## src/rtl/sscp_pkg.sv

```systemverilog
// Shared types and constants for the shadow slot cache policy block.
package sscp_pkg;

    localparam int SLOTS_DEF = 8;

    localparam int POS_W     = 32;
    localparam int ID_W      = 16;
    localparam int FRAME_W   = 32;
    localparam int CFG_W     = 16;
    localparam int CFG_IDX_W = 1;
    localparam int IN_W      = 160;
    localparam int OUT_W     = 24;
    localparam int OPND_W    = 34;

    localparam logic [CFG_W-1:0] TOL_RESET = 16'd66;
    localparam logic [CFG_W-1:0] AGE_RESET = 16'd100;

    localparam logic [CFG_IDX_W-1:0] REG_TOL = 1'd0;
    localparam logic [CFG_IDX_W-1:0] REG_AGE = 1'd1;

    localparam logic FUNC_LOOKUP = 1'b0;
    localparam logic FUNC_SWEEP  = 1'b1;

    localparam logic [1:0] AXIS_X    = 2'd0;
    localparam logic [1:0] AXIS_Y    = 2'd1;
    localparam logic [1:0] AXIS_LAST = 2'd2;

    typedef enum logic [2:0] {
        S_IDLE,
        S_LOAD,
        S_AXIS,
        S_SWEEP,
        S_DONE
    } state_t;

    typedef struct packed {
        logic signed [POS_W-1:0] pos_x;
        logic signed [POS_W-1:0] pos_y;
        logic signed [POS_W-1:0] pos_z;
        logic [ID_W-1:0]         owner;
        logic [ID_W-1:0]         caster;
    } key_t;

    typedef struct packed {
        logic near;
        logic less;
    } cmp_res_t;

endpackage

```

## src/rtl/sscp_cmp_unit.sv

```systemverilog
// Shared subtract and compare unit: tolerance match and signed less-than.
module sscp_cmp_unit (
    input  logic signed [sscp_pkg::OPND_W-1:0] a,
    input  logic signed [sscp_pkg::OPND_W-1:0] b,
    input  logic [sscp_pkg::CFG_W-1:0]         tol,
    output sscp_pkg::cmp_res_t                 res
);
    import sscp_pkg::*;

    logic signed [OPND_W:0] diff;
    logic [OPND_W:0]        mag;

    always_comb
    begin
        diff = {a[OPND_W-1], a} - {b[OPND_W-1], b};
        mag  = diff[OPND_W] ? (OPND_W+1)'(-diff) : diff;
        res.near = (mag <= {{(OPND_W+1-CFG_W){1'b0}}, tol});
        res.less = diff[OPND_W];
    end

endmodule

```

## src/rtl/shadow_slot_cache_policy.sv

```systemverilog
// Top level: slot table, scan sequencer and result register.
//
//  channel   dir  handshake          payload
//  s_*       in   s_tvalid/s_tready  tdata: light_x,y,z, owner, caster, frame; tuser: func
//  m_*       out  m_tvalid/m_tready  tdata: slot_index, hit, rebuild, alloc, evicted, count
//  cfg_*     in   cfg_we             cfg_index, cfg_data
//
// A lookup passes through S_LOAD, S_AXIS and S_DONE before m_tvalid rises: one compare
// unit checks one position axis of one slot per cycle, fed by one memory read port.
// A sweep passes through S_LOAD, S_SWEEP and S_DONE, one slot per cycle through the same unit.
// One item at a time; s_tready is high only while idle, so a new item is taken only once
// the previous result has been handed to the output register.
// A finished result waits in the output register; a stall holds the sequencer
// in its last state. Reset clears the valid bits and count and loads the register defaults.
module shadow_slot_cache_policy #(
    parameter int SLOTS = sscp_pkg::SLOTS_DEF
) (
    input  logic                            clk,
    input  logic                            rst_n,
    input  logic                            s_tvalid,
    output logic                            s_tready,
    // [31:0] light_x, [63:32] light_y, [95:64] light_z, [111:96] light_owner,
    // [127:112] caster_id, [159:128] frame_number
    input  logic [sscp_pkg::IN_W-1:0]       s_tdata,
    // [0] func
    input  logic                            s_tuser,
    output logic                            m_tvalid,
    input  logic                            m_tready,
    // [2:0] slot_index, [3] exact_hit, [4] needs_rebuild, [5] newly_allocated,
    // [13:6] evicted_mask, [17:14] allocated_count, [23:18] zero
    output logic [sscp_pkg::OUT_W-1:0]      m_tdata,
    input  logic                            cfg_we,
    input  logic [sscp_pkg::CFG_IDX_W-1:0]  cfg_index,
    input  logic [sscp_pkg::CFG_W-1:0]      cfg_data
);
    import sscp_pkg::*;

    localparam int IW = $clog2(SLOTS);
    localparam int CW = $clog2(SLOTS + 1);
    localparam logic [IW-1:0] IDX_LAST = IW'(SLOTS - 1);

    state_t state_reg, state_next;

    logic [CFG_W-1:0] tol_reg, age_reg;

    logic             req_func_reg;
    key_t             req_key_reg;
    logic [FRAME_W-1:0] req_frame_reg;

    logic [IW-1:0]    idx_reg;
    logic [1:0]       axis_reg;
    logic             near_acc_reg;

    logic [SLOTS-1:0] valid_reg;
    logic [CW-1:0]    cnt_reg;

    key_t             key_mem [SLOTS];
    logic [FRAME_W-1:0] frame_mem [SLOTS];
    key_t             rd_key_reg;
    logic [FRAME_W-1:0] rd_frame_reg;

    logic             hit_found_reg, reuse_found_reg, free_found_reg, oldest_set_reg;
    logic [IW-1:0]    hit_idx_reg, reuse_idx_reg, free_idx_reg, oldest_idx_reg;
    logic [FRAME_W-1:0] oldest_frame_reg;
    logic [7:0]       mask_reg;

    logic             m_tvalid_reg;
    logic [2:0]       out_slot_reg;
    logic             out_hit_reg, out_rebuild_reg, out_alloc_reg;
    logic [7:0]       out_mask_reg;
    logic [3:0]       out_cnt_reg;

    logic             rd_en;
    logic [IW-1:0]    rd_addr;
    logic             done_fire;

    logic signed [OPND_W-1:0] opnd_a, opnd_b;
    logic signed [POS_W-1:0]  stored_axis, req_axis;
    cmp_res_t                 cmp;

    logic             near_all;
    logic             reuse_cond;
    logic             older;
    logic [IW-1:0]    choice_idx;
    logic             alloc;
    logic [CW-1:0]    cnt_after;
    logic [IW+2:0]    choice_ext;
    logic [IW+2:0]    scan_ext;
    logic [CW+3:0]    cnt_ext;

    sscp_cmp_unit u_cmp (
        .a   (opnd_a),
        .b   (opnd_b),
        .tol (tol_reg),
        .res (cmp)
    );

    // Operand select for the shared compare unit
    always_comb
    begin
        case (axis_reg)
            AXIS_X:
            begin
                stored_axis = rd_key_reg.pos_x;
                req_axis    = req_key_reg.pos_x;
            end
            AXIS_Y:
            begin
                stored_axis = rd_key_reg.pos_y;
                req_axis    = req_key_reg.pos_y;
            end
            default:
            begin
                stored_axis = rd_key_reg.pos_z;
                req_axis    = req_key_reg.pos_z;
            end
        endcase
        if (state_reg == S_SWEEP)
        begin
            opnd_a = {2'b00, rd_frame_reg} + {{(OPND_W-CFG_W){1'b0}}, age_reg};
            opnd_b = {2'b00, req_frame_reg};
        end
        else
        begin
            opnd_a = {{(OPND_W-POS_W){stored_axis[POS_W-1]}}, stored_axis};
            opnd_b = {{(OPND_W-POS_W){req_axis[POS_W-1]}}, req_axis};
        end
    end

    always_comb
    begin
        near_all   = near_acc_reg & cmp.near;
        reuse_cond = valid_reg[idx_reg] &&
                     (rd_key_reg.owner == req_key_reg.owner) &&
                     (rd_key_reg.caster == req_key_reg.caster) &&
                     (({1'b0, rd_frame_reg} + 33'd1) < {1'b0, req_frame_reg});
        older      = rd_frame_reg < oldest_frame_reg;

        if (hit_found_reg)
            choice_idx = hit_idx_reg;
        else if (reuse_found_reg)
            choice_idx = reuse_idx_reg;
        else if (free_found_reg)
            choice_idx = free_idx_reg;
        else
            choice_idx = oldest_idx_reg;

        alloc      = (req_func_reg == FUNC_LOOKUP) && !hit_found_reg &&
                     !valid_reg[choice_idx];
        cnt_after  = cnt_reg + CW'(alloc);
        choice_ext = {3'b000, choice_idx};
        scan_ext   = {3'b000, idx_reg};
        cnt_ext    = {4'b0000, cnt_after};
    end

    // Next state
    always_comb
    begin
        state_next = state_reg;
        case (state_reg)
            S_IDLE:
                if (s_tvalid)
                    state_next = S_LOAD;
            S_LOAD:
                state_next = (req_func_reg == FUNC_SWEEP) ? S_SWEEP : S_AXIS;
            S_AXIS:
                if (axis_reg == AXIS_LAST && idx_reg == IDX_LAST)
                    state_next = S_DONE;
            S_SWEEP:
                if (idx_reg == IDX_LAST)
                    state_next = S_DONE;
            S_DONE:
                if (done_fire)
                    state_next = S_IDLE;
            default:
                state_next = S_IDLE;
        endcase
    end

    // Sequencer outputs
    always_comb
    begin
        s_tready  = 1'b0;
        rd_en     = 1'b0;
        rd_addr   = idx_reg + IW'(1);
        done_fire = 1'b0;
        case (state_reg)
            S_IDLE:
                s_tready = 1'b1;
            S_LOAD:
            begin
                rd_en   = 1'b1;
                rd_addr = '0;
            end
            S_AXIS:
                rd_en = (axis_reg == AXIS_LAST) && (idx_reg != IDX_LAST);
            S_SWEEP:
                rd_en = (idx_reg != IDX_LAST);
            S_DONE:
                done_fire = !m_tvalid_reg || m_tready;
            default:
                s_tready = 1'b0;
        endcase
    end

    always_ff @(posedge clk or negedge rst_n)
    begin
        if (!rst_n)
            state_reg <= S_IDLE;
        else
            state_reg <= state_next;
    end

    always_ff @(posedge clk or negedge rst_n)
    begin
        if (!rst_n)
        begin
            tol_reg <= TOL_RESET;
            age_reg <= AGE_RESET;
        end
        else if (cfg_we)
        begin
            case (cfg_index)
                REG_TOL: tol_reg <= cfg_data;
                REG_AGE: age_reg <= cfg_data;
                default: tol_reg <= tol_reg;
            endcase
        end
    end

    // Request capture
    always_ff @(posedge clk)
    begin
        if (s_tvalid && s_tready)
        begin
            req_func_reg       <= s_tuser;
            req_key_reg.pos_x  <= s_tdata[31:0];
            req_key_reg.pos_y  <= s_tdata[63:32];
            req_key_reg.pos_z  <= s_tdata[95:64];
            req_key_reg.owner  <= s_tdata[111:96];
            req_key_reg.caster <= s_tdata[127:112];
            req_frame_reg      <= s_tdata[159:128];
        end
    end

    // Slot memories
    always_ff @(posedge clk)
    begin
        if (done_fire && req_func_reg == FUNC_LOOKUP)
        begin
            frame_mem[choice_idx] <= req_frame_reg;
            if (!hit_found_reg)
                key_mem[choice_idx] <= req_key_reg;
        end
        if (rd_en)
        begin
            rd_key_reg   <= key_mem[rd_addr];
            rd_frame_reg <= frame_mem[rd_addr];
        end
    end

    // Scan state
    always_ff @(posedge clk or negedge rst_n)
    begin
        if (!rst_n)
        begin
            idx_reg         <= '0;
            axis_reg        <= AXIS_X;
            near_acc_reg    <= 1'b0;
            hit_found_reg   <= 1'b0;
            reuse_found_reg <= 1'b0;
            free_found_reg  <= 1'b0;
            oldest_set_reg  <= 1'b0;
            mask_reg        <= '0;
        end
        else
        begin
            case (state_reg)
                S_IDLE:
                begin
                    idx_reg         <= '0;
                    axis_reg        <= AXIS_X;
                    hit_found_reg   <= 1'b0;
                    reuse_found_reg <= 1'b0;
                    free_found_reg  <= 1'b0;
                    oldest_set_reg  <= 1'b0;
                    mask_reg        <= '0;
                end
                S_AXIS:
                begin
                    if (axis_reg == AXIS_X)
                        near_acc_reg <= cmp.near;
                    else
                        near_acc_reg <= near_all;
                    if (axis_reg == AXIS_LAST)
                    begin
                        axis_reg <= AXIS_X;
                        if (idx_reg != IDX_LAST)
                            idx_reg <= idx_reg + IW'(1);
                        if (valid_reg[idx_reg] && near_all && !hit_found_reg)
                        begin
                            hit_found_reg <= 1'b1;
                            hit_idx_reg   <= idx_reg;
                        end
                        if (reuse_cond && !reuse_found_reg)
                        begin
                            reuse_found_reg <= 1'b1;
                            reuse_idx_reg   <= idx_reg;
                        end
                        if (!valid_reg[idx_reg] && !free_found_reg)
                        begin
                            free_found_reg <= 1'b1;
                            free_idx_reg   <= idx_reg;
                        end
                        if (valid_reg[idx_reg] && (!oldest_set_reg || older))
                        begin
                            oldest_set_reg   <= 1'b1;
                            oldest_idx_reg   <= idx_reg;
                            oldest_frame_reg <= rd_frame_reg;
                        end
                    end
                    else
                        axis_reg <= axis_reg + 2'd1;
                end
                S_SWEEP:
                begin
                    if (idx_reg != IDX_LAST)
                        idx_reg <= idx_reg + IW'(1);
                    if (valid_reg[idx_reg] && cmp.less && scan_ext < (IW+3)'(8))
                        mask_reg[scan_ext[2:0]] <= 1'b1;
                end
                default:
                    idx_reg <= idx_reg;
            endcase
        end
    end

    // Valid bits and count
    always_ff @(posedge clk or negedge rst_n)
    begin
        if (!rst_n)
        begin
            valid_reg <= '0;
            cnt_reg   <= '0;
        end
        else if (state_reg == S_SWEEP)
        begin
            if (valid_reg[idx_reg] && cmp.less)
            begin
                valid_reg[idx_reg] <= 1'b0;
                cnt_reg            <= cnt_reg - CW'(1);
            end
        end
        else if (done_fire && req_func_reg == FUNC_LOOKUP)
        begin
            valid_reg[choice_idx] <= 1'b1;
            cnt_reg               <= cnt_after;
        end
    end

    // Result register
    always_ff @(posedge clk or negedge rst_n)
    begin
        if (!rst_n)
            m_tvalid_reg <= 1'b0;
        else if (done_fire)
            m_tvalid_reg <= 1'b1;
        else if (m_tready)
            m_tvalid_reg <= 1'b0;
    end

    always_ff @(posedge clk)
    begin
        if (done_fire)
        begin
            if (req_func_reg == FUNC_LOOKUP)
            begin
                out_slot_reg    <= choice_ext[2:0];
                out_hit_reg     <= hit_found_reg;
                out_rebuild_reg <= !hit_found_reg;
                out_alloc_reg   <= alloc;
                out_mask_reg    <= '0;
                out_cnt_reg     <= cnt_ext[3:0];
            end
            else
            begin
                out_slot_reg    <= '0;
                out_hit_reg     <= 1'b0;
                out_rebuild_reg <= 1'b0;
                out_alloc_reg   <= 1'b0;
                out_mask_reg    <= mask_reg;
                out_cnt_reg     <= cnt_ext[3:0];
            end
        end
    end

    assign m_tvalid = m_tvalid_reg;
    assign m_tdata  = {6'b000000, out_cnt_reg, out_mask_reg, out_alloc_reg,
                       out_rebuild_reg, out_hit_reg, out_slot_reg};

    a_count_matches_valid: assert property (@(posedge clk) disable iff (!rst_n)
        32'(cnt_reg) == $countones(valid_reg))
        else $error("slot count differs from valid bits");

    a_hit_no_rebuild: assert property (@(posedge clk) disable iff (!rst_n)
        m_tvalid_reg |-> !(out_hit_reg && out_rebuild_reg))
        else $error("hit reported together with rebuild");

    a_alloc_needs_rebuild: assert property (@(posedge clk) disable iff (!rst_n)
        (m_tvalid_reg && out_alloc_reg) |-> out_rebuild_reg)
        else $error("allocation without rebuild");

    a_lookup_marks_valid: assert property (@(posedge clk) disable iff (!rst_n)
        (done_fire && req_func_reg == FUNC_LOOKUP) |=> valid_reg[$past(choice_idx)])
        else $error("chosen slot not valid after lookup");

endmodule

```

## config.mk

```make
export PLATFORM = sky130hd
export DESIGN_NAME = shadow_slot_cache_policy
export DESIGN_NICKNAME = d
export VERILOG_FILES = /design/src/rtl/sscp_pkg.sv /design/src/rtl/sscp_cmp_unit.sv /design/src/rtl/shadow_slot_cache_policy.sv
export SDC_FILE = /design/constraint.sdc
export NUM_CORES = 2
export LEC_CHECK = 0
export ABC_CLOCK_PERIOD_IN_PS = 12000
export BUFFER_PORTS_ARGS = -buffer_cell sky130_fd_sc_hd__buf_2
export CORE_MARGIN = 4
export CORE_UTILIZATION = 27
export DETAILED_ROUTE_END_ITERATION = 10
export GPL_TIMING_DRIVEN = 0
export SLEW_MARGIN = 20
export SYNTH_ARGS = -nofsm -noshare
export SYNTH_HDL_FRONTEND = slang
export SYNTH_HIERARCHICAL = 1
export SYNTH_SLANG_ARGS = --single-unit
export TNS_END_PERCENT = 1
```

## constraint.sdc

```tcl
create_clock -name clk -period 12 [get_ports clk]
set_input_delay 0 -clock clk [delete_from_list [all_inputs] [get_ports clk]]
set_output_delay 0 -clock clk [all_outputs]
set_load 0.005 [all_outputs]
```

==> metrics.yaml <==
synthesis:
  synth_edf_count: 1663
  synth.avg_cell_area_um2: 16.7
  ys_warn_count: 6
  synth_cell_types: 91
  netlist_instances: 4357
  synth_seq_cells: 1729
  ys_async_sr_fraction_pct: 3.82
  synth_area_um2: 72700
  dominantRegCellSynth: "edfxtp_1"
  ys_seq_area_share_pct: 71.0
grt:
  antenna_found_initial: 15
  grt_max_degree: 52
  grtUsageTotal_pct: 15.0
  globalRouteOverflowTotal: 0
  grt_pass1_wl_um: 307000
  grt_pass1_vias: 43000
routing:
  wl_per_cell_um: 23.9
  vias_per_cell: 4.79
  dr.max_layer_used: "met5"
  drt_wl_total_um: 213000
  met3_length_um: 12200
  drt-initial-drc-count: 3703
  drc_errors: 0
  m1WireLength_um: 92800
  drtPass1Iterations: 5
  wl_met2_um: 98700
  drt.antenna.violating_nets: 0
  vias: 42700
run_status:
  status: "completed"
critical_path:
  endpoint_kind: "register"
  crit_arrival_ps: 11110
  crit_type: "reg -> reg"
  path_common_cell: "clkbuf_1"
  slowest_stage: "nor4_1"
  crit_path_start_kind: "register"
  path_max_fanout: 11
  crit_required_ps: 12460
  max_stage_delay_ps: 840
cells_and_area:
  area.sequential_um2: 51600
  fill_cells: 25800
  nets: 5532
  drive_gt1_share_pct: 16.6
  utilization_pct: 33.3
  final_cells: 8912
  multi_input_comb_area_um2: 19500
  largest_reg_flops: 1024
  top_register: "key_mem"
  syn_to_final_growth_pct: 22.5
  largestRegisters: "key_mem: 1024 flops, frame_mem: 256 flops"
  fin_area_um2: 89100
clock_tree:
  holdBufCountCts: 348
  clk_latency_ps: 830
  postCtsSetupBuffers: 0
  cts-root-buf: "clkbuf_16"
  clk_pin_slew_ps: 70
  cts_made_buffers: 176
  cts.sinks: 1729
  ctsLongestPathBuffers: 3
  tritoncts: "yes"
  htreeDepth: 4
  post_cts_resized: 0
die:
  die_area_um2: 278000
  start_util_pct: 27.1
  core_area_um2: 268000
  rows: 190
  die_h_um: 527
  die-width_um: 527
  io_pins: 209
hold_path:
  hold_class: "in -> reg"
pwr:
  ir_drop_v: 0.000251
  p_per_area_nw_per_um2: 273
  power.leakage_nw: 30.6
timing:
  period_share_pct: 88.8
  fin_skew_ps: 58.4
  setup_viol: 0
  slew_headroom_pct: 22.8
  setup_ws_ps: 1340
  hold_viol: 0
  fin_hold_ws_ps: 48.1
  worst_slew_pin_slew_ps: 1160
  period_needed_ps: 10660
  slew_viol_final: 0
  rsz0062_at_grt: "false"
  timing.fmax_mhz: 93.9
placement:
  dp_hpwl_um: 154000
  place.gp.congestion: 0.915
  dpl.cell_count: 8238
  post_dp_cell_area_um2: 80200
  dp_slack_ps: 1620
  port_buffers: 202
flow_run:
  drv_cap: 0
through the flow:
| step | setup TNS, ps | power, mW |
|---|---|---|
| finish | 0 | 24.3 |
| global route | 0 | 25.6 |
| CTS | 0 | 24.4 |
| detailed placement | 0 | 19.1 |
| global placement | -4616250 | 19.0 |
| floorplan | 0 | 15.3 |
cells in the final DEF (no fill, tap or decap), drive strengths merged, types with 61 or more instances in the layout:
cell,Yosys,final
edfxtp,1663,1663
buf,83,407
mux2i,398,398
clkbuf,151,357
dlygate4sd3,0,348
nand2,217,217
a21o,195,195
mux4,163,163
o21ai,163,163
a221oi,160,160
inv,140,147
ha,135,135
nor2,128,128
a21oi,100,100
clkinv,0,97
xnor2,79,79
dfrtp,61,61
routing by layer:
layer / track usage (%) / up-vias
met5: 0 / -
met4: 6.26 / 10
met3: 2.44 / 316
met2: 23.9 / 1431
met1: 20.4 / 21900
li1: - / 19000
area by class of cell:
cell class                      instances  share of cell area [%]
Multi-Input combinational cell       2259                    21.9
Inverter                              140                   0.590
Antenna cell                            6                  0.0169
Clock inverter                        114                   0.942
Buffer                                234                    1.38
Timing Repair Buffer                  672                    7.17
Sequential cell                      1729                    57.9
Tap cell                             3552                    4.99
Clock buffer                          206                    5.09
power breakdown:
part	leakage, nW	switching, mW	internal, mW
Clock	2.61	2.36	2.81
Sequential	15.9	0.501	7.44
Combinational	12.1	7.04	4.17
critical path, delay by kind of cell (launching register included):
kind | cells | cell delay, ps
xor+xnor | 1 | 180
flops | 1 | 650
fa+ha+maj | 3 | 970
compound gates | 14 | 3540
buf+inv | 7 | 2890
simple gates | 6 | 2020
worst paths after layout:
path | start | endpoint | slack [ps] | cells past startpoint
min | cfg_data[13] | tol_reg[13] | 50 | 3
max | axis_reg[1] | hit_idx_reg[1] | 1340 | 31
min in group asynchronous | rst_n | valid_reg[0] | 470 | 3
max reg2reg | axis_reg[1] | hit_idx_reg[1] | 1340 | 31
max in group asynchronous | rst_n | tol_reg[1] | 10720 | 4
min reg2reg | mask_reg[0] | mask_reg[0] | 500 | 2
cell usage after synthesis (61+ instances only):
cell type / count / area share [%]
edfxtp_1: 1663 / 69
mux2i_1: 398 / 5.5
nand2_1: 217 / 1.1
a21o_1: 195 / 2.0
mux4_2: 163 / 5.0
a221oi_1: 160 / 1.9
clkbuf_1: 151 / 0.78
o21ai_0: 148 / 1.0
inv_1: 140 / 0.72
ha_1: 135 / 2.3
nor2_1: 127 / 0.66
a21oi_1: 99 / 0.68
xnor2_1: 79 / 0.95
dfrtp_1: 61 / 2.1
cells by family after synthesis:
| group | count (synthesis) | share of synthesized area [%] |
|---|---|---|
| buffers and inverters | 374 | 2.40 |
| other | 1 | 0.00516 |
| adder cells (fa/ha/maj) | 137 | 2.38 |
| AO/OA/AOI/OAI | 781 | 7.58 |
| multiplexers | 597 | 11.1 |
| flip-flops | 1729 | 71.0 |
| AND/OR/NAND/NOR | 618 | 4.15 |
| XOR/XNOR | 120 | 1.45 |
(Power assumes the default switching activity.)
